[src/hw/rtl/edge_ratio_quality_macros.svh]
// Assertion macros for the edge ratio quality block.
// Included by the top level; depends on nothing else.
`ifndef EDGE_RATIO_QUALITY_MACROS_SVH
`define EDGE_RATIO_QUALITY_MACROS_SVH

// Same-cycle implication, disabled while reset is asserted.
`define ERQ_ASSERT_NOW(label, clk, rst_n, ante, cons) \
  label: assert property (@(posedge clk) disable iff (!rst_n) (ante) |-> (cons)) \
    else $error("edge_ratio_quality: assertion failed");

// Next-cycle implication, disabled while reset is asserted.
`define ERQ_ASSERT_NEXT(label, clk, rst_n, ante, cons) \
  label: assert property (@(posedge clk) disable iff (!rst_n) (ante) |=> (cons)) \
    else $error("edge_ratio_quality: assertion failed");

`endif

[src/hw/rtl/erq_pkg.sv]
// Shared types and constants of the edge ratio quality block.
// Used by the sequencer, the compare-subtract unit and the top level.
`default_nettype none

package erq_pkg;

  // Field widths of the item formats.
  localparam int COORD_BITS        = 24;
  localparam int QUALITY_FRAC_BITS = 16;

  // Squared edge length: sum of three squares below 3 * 2^(2*COORD_BITS).
  localparam int SQ_W   = 2 * COORD_BITS + 2;
  // Divide quotient holds 2*Q fraction bits of min/max.
  localparam int QUO_W  = 2 * QUALITY_FRAC_BITS;
  // Shared compare-subtract width covers the divider and the root remainder.
  localparam int SUB_W  = (SQ_W + 1 > QUALITY_FRAC_BITS + 3) ?
                          (SQ_W + 1) : (QUALITY_FRAC_BITS + 3);
  // Step counter covers the longest phase, the divide.
  localparam int STEP_W = $clog2(QUO_W);

  localparam logic [STEP_W-1:0] SQ_LAST_STEP   = STEP_W'(2);
  localparam logic [STEP_W-1:0] DIV_LAST_STEP  = STEP_W'(QUO_W - 1);
  localparam logic [STEP_W-1:0] ROOT_LAST_STEP = STEP_W'(QUALITY_FRAC_BITS - 1);

  localparam logic [QUALITY_FRAC_BITS-1:0] QUALITY_CAP = '1;

  // Axis codes for the squaring phase.
  localparam logic [1:0] AXIS_X = 2'd0;
  localparam logic [1:0] AXIS_Y = 2'd1;
  localparam logic [1:0] AXIS_Z = 2'd2;

  typedef struct packed {
    logic signed [COORD_BITS-1:0] ax;
    logic signed [COORD_BITS-1:0] ay;
    logic signed [COORD_BITS-1:0] az;
    logic signed [COORD_BITS-1:0] bx;
    logic signed [COORD_BITS-1:0] by;
    logic signed [COORD_BITS-1:0] bz;
    logic                         last_edge;
  } erq_in_t;

  typedef struct packed {
    logic [QUALITY_FRAC_BITS-1:0] quality;
    logic                         degenerate;
  } erq_out_t;

  typedef enum logic [2:0] {
    ST_IDLE,
    ST_SQ,
    ST_UPD,
    ST_DIV,
    ST_ROOT,
    ST_EMIT
  } erq_state_e;

  // Sequencer to datapath.
  typedef struct packed {
    erq_state_e        state;
    logic [STEP_W-1:0] step;
  } erq_ctrl_t;

  // Datapath to sequencer, valid in the update state.
  typedef struct packed {
    logic last;
    logic direct;
  } erq_stat_t;

endpackage

`default_nettype wire

[src/hw/rtl/erq_cmp_sub.sv]
// Shared compare-subtract unit used by the divider and the square root.
// Depends on erq_pkg for the operand width.
`default_nettype none

module erq_cmp_sub (
  input  wire logic [erq_pkg::SUB_W-1:0] a_i,
  input  wire logic [erq_pkg::SUB_W-1:0] b_i,
  output logic                           ge_o,
  output logic [erq_pkg::SUB_W-1:0]      diff_o
);
  import erq_pkg::*;

  logic [SUB_W:0] wide_diff;

  // One subtractor; the borrow out gives the compare.
  assign wide_diff = {1'b0, a_i} - {1'b0, b_i};
  assign ge_o      = ~wide_diff[SUB_W];
  assign diff_o    = wide_diff[SUB_W-1:0];

endmodule

`default_nettype wire

[src/hw/rtl/erq_seq.sv]
// Sequencer of the edge ratio quality block: phase state and step counter.
// Depends on erq_pkg for the state enum and the control structs.
`default_nettype none

module erq_seq (
  input  wire logic               clk_i,
  input  wire logic               rst_ni,
  input  wire logic               in_valid_i,
  input  wire erq_pkg::erq_stat_t stat_i,
  input  wire logic               out_free_i,
  output logic                    in_ready_o,
  output erq_pkg::erq_ctrl_t      ctrl_o
);
  import erq_pkg::*;

  erq_state_e        state_q, state_d;
  logic [STEP_W-1:0] step_q, step_d;

  // State and step registers.
  always_ff @(posedge clk_i or negedge rst_ni) begin
    if (!rst_ni) begin
      state_q <= ST_IDLE;
      step_q  <= '0;
    end else begin
      state_q <= state_d;
      step_q  <= step_d;
    end
  end

  // Next state and outputs.
  always_comb begin
    state_d    = state_q;
    step_d     = step_q + STEP_W'(1);
    in_ready_o = 1'b0;
    case (state_q)
      ST_IDLE: begin
        in_ready_o = 1'b1;
        step_d     = '0;
        if (in_valid_i) begin
          state_d = ST_SQ;
        end
      end
      ST_SQ: begin
        if (step_q == SQ_LAST_STEP) begin
          state_d = ST_UPD;
        end
      end
      ST_UPD: begin
        step_d = '0;
        if (!stat_i.last) begin
          state_d = ST_IDLE;
        end else if (stat_i.direct) begin
          state_d = ST_EMIT;
        end else begin
          state_d = ST_DIV;
        end
      end
      ST_DIV: begin
        if (step_q == DIV_LAST_STEP) begin
          state_d = ST_ROOT;
          step_d  = '0;
        end
      end
      ST_ROOT: begin
        if (step_q == ROOT_LAST_STEP) begin
          state_d = ST_EMIT;
        end
      end
      ST_EMIT: begin
        if (out_free_i) begin
          state_d = ST_IDLE;
        end
      end
      default: begin
        state_d = ST_IDLE;
      end
    endcase
  end

  assign ctrl_o.state = state_q;
  assign ctrl_o.step  = step_q;

endmodule

`default_nettype wire

[src/hw/rtl/edge_ratio_quality.sv]
// Top level of the edge ratio quality block: edge datapath and result register.
// Depends on erq_pkg, erq_seq, erq_cmp_sub and edge_ratio_quality_macros.svh.
//
//   Channel   Signals                              Item
//   input     in_valid_i / in_ready_o / in_item_i  one edge, two 3D endpoints
//   output    out_valid_o / out_ready_i / out_item_o  quality of one element
//
// An edge passes through accept, three squaring steps on one multiplier and update.
// A last edge adds 2*Q divide steps and Q root steps on the shared
// compare-subtract unit plus an emit state; a zero or equal min/max skips
// the divide and root. Reset clears the element state.
// A result waits in the output register while the next edge is accepted; the
// block stalls in its emit state only if that register is still full.
`default_nettype none
`include "edge_ratio_quality_macros.svh"

module edge_ratio_quality (
  input  wire logic              clk_i,
  input  wire logic              rst_ni,
  input  wire logic              in_valid_i,
  output logic                   in_ready_o,
  input  wire erq_pkg::erq_in_t  in_item_i,
  output logic                   out_valid_o,
  input  wire logic              out_ready_i,
  output erq_pkg::erq_out_t      out_item_o
);
  import erq_pkg::*;

  localparam int Q = QUALITY_FRAC_BITS;
  localparam int D = COORD_BITS + 1;

  erq_ctrl_t ctrl;
  erq_stat_t stat;
  logic      out_free;
  logic      in_accept;

  erq_in_t            in_q;
  logic [SQ_W-1:0]    acc_q, min_q, max_q;
  logic               in_elem_q;
  logic [SUB_W-1:0]   rem_q;
  logic [QUO_W-1:0]   quo_q;
  logic [Q-1:0]       root_q;
  logic               deg_q;
  erq_out_t           out_q;
  logic               out_valid_q;

  assign in_accept = in_valid_i && in_ready_o;
  assign out_free  = !out_valid_q || out_ready_i;

  erq_seq u_seq (
    .clk_i      (clk_i),
    .rst_ni     (rst_ni),
    .in_valid_i (in_valid_i),
    .stat_i     (stat),
    .out_free_i (out_free),
    .in_ready_o (in_ready_o),
    .ctrl_o     (ctrl)
  );

  // Axis select and absolute coordinate difference.
  logic signed [COORD_BITS-1:0] sel_a, sel_b;
  logic signed [D-1:0]          diff;
  logic [D-1:0]                 abs_diff;
  logic [2*D-1:0]               sq;

  always_comb begin
    case (ctrl.step[1:0])
      AXIS_X: begin
        sel_a = in_q.ax;
        sel_b = in_q.bx;
      end
      AXIS_Y: begin
        sel_a = in_q.ay;
        sel_b = in_q.by;
      end
      AXIS_Z: begin
        sel_a = in_q.az;
        sel_b = in_q.bz;
      end
      default: begin
        sel_a = in_q.az;
        sel_b = in_q.bz;
      end
    endcase
  end

  assign diff     = D'(sel_a) - D'(sel_b);
  assign abs_diff = diff[D-1] ? D'(-diff) : D'(diff);
  assign sq       = abs_diff * abs_diff;

  // Running min and max including the current edge.
  logic [SQ_W-1:0] new_min, new_max;
  logic            max_zero, min_eq_max;

  assign new_min    = (!in_elem_q || acc_q < min_q) ? acc_q : min_q;
  assign new_max    = (!in_elem_q || acc_q > max_q) ? acc_q : max_q;
  assign max_zero   = (new_max == '0);
  assign min_eq_max = (new_min == new_max);
  assign stat.last   = in_q.last_edge;
  assign stat.direct = max_zero || min_eq_max;

  // Shared compare-subtract operands: divide step or root step.
  logic [SUB_W-1:0] sub_a, sub_b, sub_diff;
  logic             sub_ge;

  always_comb begin
    case (ctrl.state)
      ST_DIV: begin
        sub_a = {rem_q[SUB_W-2:0], 1'b0};
        sub_b = SUB_W'(max_q);
      end
      default: begin
        sub_a = {rem_q[SUB_W-3:0], quo_q[QUO_W-1 -: 2]};
        sub_b = SUB_W'({root_q, 2'b01});
      end
    endcase
  end

  erq_cmp_sub u_cmp_sub (
    .a_i    (sub_a),
    .b_i    (sub_b),
    .ge_o   (sub_ge),
    .diff_o (sub_diff)
  );

  // Input capture and squared-length accumulation.
  always_ff @(posedge clk_i) begin
    if (in_accept) begin
      in_q  <= in_item_i;
      acc_q <= '0;
    end else if (ctrl.state == ST_SQ) begin
      acc_q <= acc_q + SQ_W'(sq);
    end
  end

  // Element state: running min, max and open-element flag.
  always_ff @(posedge clk_i or negedge rst_ni) begin
    if (!rst_ni) begin
      min_q     <= '0;
      max_q     <= '0;
      in_elem_q <= 1'b0;
    end else if (ctrl.state == ST_UPD) begin
      min_q     <= new_min;
      max_q     <= new_max;
      in_elem_q <= !in_q.last_edge;
    end
  end

  // Divide min/max to 2*Q fraction bits, then take the integer root.
  always_ff @(posedge clk_i) begin
    case (ctrl.state)
      ST_UPD: begin
        rem_q  <= SUB_W'(new_min);
        quo_q  <= '0;
        deg_q  <= max_zero;
        root_q <= (!max_zero && min_eq_max) ? QUALITY_CAP : '0;
      end
      ST_DIV: begin
        quo_q <= {quo_q[QUO_W-2:0], sub_ge};
        if (ctrl.step == DIV_LAST_STEP) begin
          rem_q <= '0;
        end else begin
          rem_q <= sub_ge ? sub_diff : sub_a;
        end
      end
      ST_ROOT: begin
        rem_q  <= sub_ge ? sub_diff : sub_a;
        root_q <= {root_q[Q-2:0], sub_ge};
        quo_q  <= {quo_q[QUO_W-3:0], 2'b00};
      end
      default: begin
        rem_q <= rem_q;
      end
    endcase
  end

  // Output register.
  always_ff @(posedge clk_i or negedge rst_ni) begin
    if (!rst_ni) begin
      out_valid_q <= 1'b0;
    end else if (ctrl.state == ST_EMIT && out_free) begin
      out_valid_q <= 1'b1;
    end else if (out_ready_i) begin
      out_valid_q <= 1'b0;
    end
  end

  always_ff @(posedge clk_i) begin
    if (ctrl.state == ST_EMIT && out_free) begin
      out_q.quality    <= root_q;
      out_q.degenerate <= deg_q;
    end
  end

  assign out_valid_o = out_valid_q;
  assign out_item_o  = out_q;

  // Checks on the element state and the result path.
  `ERQ_ASSERT_NOW(a_min_le_max, clk_i, rst_ni, in_elem_q, min_q <= max_q)
  `ERQ_ASSERT_NOW(a_deg_zero, clk_i, rst_ni, out_valid_o && out_item_o.degenerate, out_item_o.quality == '0)
  `ERQ_ASSERT_NEXT(a_emit_loads, clk_i, rst_ni, ctrl.state == ST_EMIT && out_free, out_valid_o && ctrl.state == ST_IDLE)

endmodule

`default_nettype wire
[config.mk]
export PLATFORM = sky130hd
export DESIGN_NAME = edge_ratio_quality
export DESIGN_NICKNAME = d
export VERILOG_FILES = /design/src/hw/rtl/erq_pkg.sv /design/src/hw/rtl/erq_cmp_sub.sv /design/src/hw/rtl/erq_seq.sv /design/src/hw/rtl/edge_ratio_quality.sv
export VERILOG_INCLUDE_DIRS = /design/src /design/src/hw/rtl
export SDC_FILE = /design/constraint.sdc
export NUM_CORES = 2
export LEC_CHECK = 0
export BUFFER_PORTS_ARGS = -buffer_cell sky130_fd_sc_hd__buf_2
export CORE_UTILIZATION = 60
export DETAILED_ROUTE_END_ITERATION = 8
export PLACE_DENSITY = 0.84
export SLEW_MARGIN = 15
export SYNTH_ARGS = -nofsm -noshare
export SYNTH_HDL_FRONTEND = slang
export SYNTH_SLANG_ARGS = --single-unit
[constraint.sdc]
create_clock -name clk_i -period 16.3 [get_ports clk_i]
set_input_delay 4.89 -clock clk_i [delete_from_list [all_inputs] [get_ports clk_i]]
set_output_delay 4.89 -clock clk_i [all_outputs]
set_load 0.03 [all_outputs]
==> reports/metrics.yaml <==
global_route:
  grt_pass1_wl_microns: 200000
  grt_pass1_vias: 37000
  antenna_found_initial: 0
  gr-usage-all-layers_pct: 34.2
  grt_overflow: 0
  grt_max_degree: 80
floorplan:
  coreArea_sq_um: 73500
  fp.dieW_microns: 275
  fp-row-count: 99
  die_h_microns: 275
  die_area_sq_um: 75800
  initial_core_util_pct: 61.0
  ioPinCount: 168
drt:
  via_per_inst: 6.14
  ant_nets: 0
  drcViolationCount: 0
  route.vias.total: 36300
  routed_wl_microns: 127000
  drt-wirelength-per-cell_microns: 21.5
  drt_pass1_iterations: 7
  drtIter0Drc: 3451
critical_path:
  cp.arrival_ps: 13990
  cp-end-kind: "flop"
  worstSetupPathType: "reg -> reg"
  cp_common_cell: "fa_1"
  worstPathRequired_ps: 16830
  worstSetupStartpointType: "flop"
  cp_num_buf_inv: 8
  crit_fanout: 49
  cp_slowest_stage_delay_ps: 940
  crit_family: "adder cells"
  crit_slowest_cell: "clkinv_1"
hold_path:
  hold_class: "reg -> reg"
logic_synthesis:
  synth_compound_area_share_pct: 13.7
  yosys.area_share.simple_pct: 12.2
  synth_edf_count: 261
  ys_warn_count: 0
  synthCells: 4826
  synth_top_area_share_pct: 23.3
  synthXorXnorAreaFrac_pct: 3.86
  synth-async-reset-ratio_pct: 26.1
  synth.avg_cell_area_sq_um: 9.29
  yosys.area.top_type: "fa_1"
  synth_area_leaders: "fa_1 (23%), edfxtp_1 (17%), ha_1 (9.9%)"
  synth_top_family_by_area: "adder cells"
  yosysSeqAreaShare_pct: 25.9
  netlist-cell-type-count: 99
  ys_ff_latch: 421
  synthAdderAreaFrac_pct: 33.2
  muxShareOfSynthArea_pct: 2.48
  syn_area_sq_um: 44800
  synth_ff_type: "edfxtp_1"
timing:
  hold_ws_ps: 444
  tns_ps: 0
  fin_skew_ps: 43.4
  finalSetupViolations: 0
  timing.fmax_mhz: 74.3
  rsz0062_at_grt: "no"
  slew_violations: 0
  hold_viol: 0
  tightestPinTransition_ps: 1240
  relSlewSlack_pct: 16.8
  finalCritPeriodShare_pct: 82.6
  min_period_ps: 13470
cells_and_area:
  final_layout_size_suffix_gt1_share_pct: 8.30
  syn2layout_area_growth_pct: 7.74
  utilization_pct: 65.7
  fillers: 5771
  nets: 5941
  instances_no_fill: 5915
cts:
  clk_pin_slew_ps: 60
  cts_sinks: 421
  cts_max_level: 2
  postCtsHoldBufs: 0
  numCtsBuffers: 48
  cts_setup_buffers: 0
  cts_tree: "built"
  clockBufferDepth: 3
  cts_resized: 0
  insertion_delay_ps: 630
  cts_root_buf: "clkbuf_16"
run:
  maxCapViolations: 0
power:
  power.density_nw_per_um2: 59.7
  ir_drop_uv: 99.0
  finalPower_mw: 2.89
  power.leakage_nw: 23.2
placed_design:
  dp_hpwl_microns: 97500
  gp_congestion: 0.997
  dp.cells: 5825
  portBuffers: 167
outcome:
  outcome: "complete, no violations"
==> flip-flops by register name, indices dropped and copies added (netlist names) <==
name,flops
out_item_o,17
max_q,50
u_seq.step_q,5
root_q,16
deg_q,1
in_elem_q,1
quo_q,32
u_seq.state_q,3
min_q,50
in_q,145
out_valid_o,1
rem_q,50
acc_q,50
==> final timing paths <==
path	from	cells after the start	end	slack (ps)
setup / recovery	u_seq.step_q[0]	43	acc_q[43]	2830
hold / removal	deg_q	0	out_item_o[0]	440
setup reg to reg	u_seq.step_q[0]	43	acc_q[43]	2830
hold reg to reg	deg_q	0	out_item_o[0]	440
max in group asynchronous	rst_ni	2	u_seq.step_q[3]	10600
min in group asynchronous	rst_ni	1	max_q[13]	4340
==> stage by stage <==
| step | worst slack [ps] | cell area, sq um |
|---|---|---|
| finish | 2830 | 48300 |
| global route | 1930 | 48300 |
| CTS | 3010 | 48300 |
| detailed placement | 3030 | 46600 |
| global placement | 3370 | 46600 |
| floorplan | 5360 | 44900 |
==> synthesized netlist by cell type, drive strengths merged, types with 47 or more instances <==
| cell | count |
|---|---|
| a21o | 88 |
| dfrtp | 110 |
| clkbuf | 123 |
| o22ai | 95 |
| a22o | 55 |
| xor2 | 59 |
| xnor2 | 135 |
| ha | 354 |
| fa | 522 |
| mux2i | 58 |
| nor2 | 294 |
| mux2 | 47 |
| nand3 | 57 |
| o21ai | 178 |
| a21oi | 272 |
| dfxtp | 50 |
| buf | 72 |
| edfxtp | 261 |
| nand2 | 701 |
| inv | 825 |
==> layout by cell type (no fill, tap or decap), drive strengths merged, types with 8 or more instances in the layout <==
cell,count
nor3,40
clkbuf,54
mux2,47
nor4,31
a21o,88
nand4,38
mux2i,58
nand3,57
xnor2,135
ha,354
a21oi,272
and3,12
o21ai,178
and2,16
a22oi,40
a31oi,11
fa,522
buf,218
a21boi,8
o22ai,95
conb,19
edfxtp,261
o21bai,15
a22o,55
nand2b,21
or3,14
inv,832
nand2,701
a211oi,21
nor2b,12
clkinv,19
a221oi,20
dfxtp,50
xor2,59
nor2,294
dfrtp,110
o21a,18
o211ai,12
o221ai,27
a2bb2oi,8
==> cell type report <==
type / count / area [sq um] / share of cell area [%]
multi-input combinational: 3399 / 29500 / 61.1
tap: 959 / 1200 / 2.48
clock buffer: 54 / 1250 / 2.60
clock inverter: 34 / 414 / 0.858
inverter: 828 / 3110 / 6.45
antenna: 2 / 5.00 / 0.0104
timing repair buffer: 218 / 1220 / 2.53
sequential: 421 / 11600 / 24.0
==> cells by family (layout without fill, tap and decap cells) <==
logic type	Yosys count	in the layout
AOI/OAI and AO/OA	940	940
xor gates and xnor gates	194	194
adders and majority gates	876	876
buffers and inverters	1023	1134
DFF	421	421
muxes	105	105
other	2	21
and+or+nand+nor	1265	1265
==> layer usage <==
layer	up-vias	track usage (%)	part of all wire, %
met5	-	0	0
met4	0	19.5	6.5
met3	554	7.52	10
met2	2041	55.9	46
met1	17500	42.1	37
li1	16200	-	-
==> where the power goes <==
group / switching, mW / internal [mW] / total, mW
clock: 0.481 / 0.673 / 1.15
combinational: 0.322 / 0.240 / 0.563
sequential: 0.0253 / 1.14 / 1.17
(Power assumes the default switching activity.)
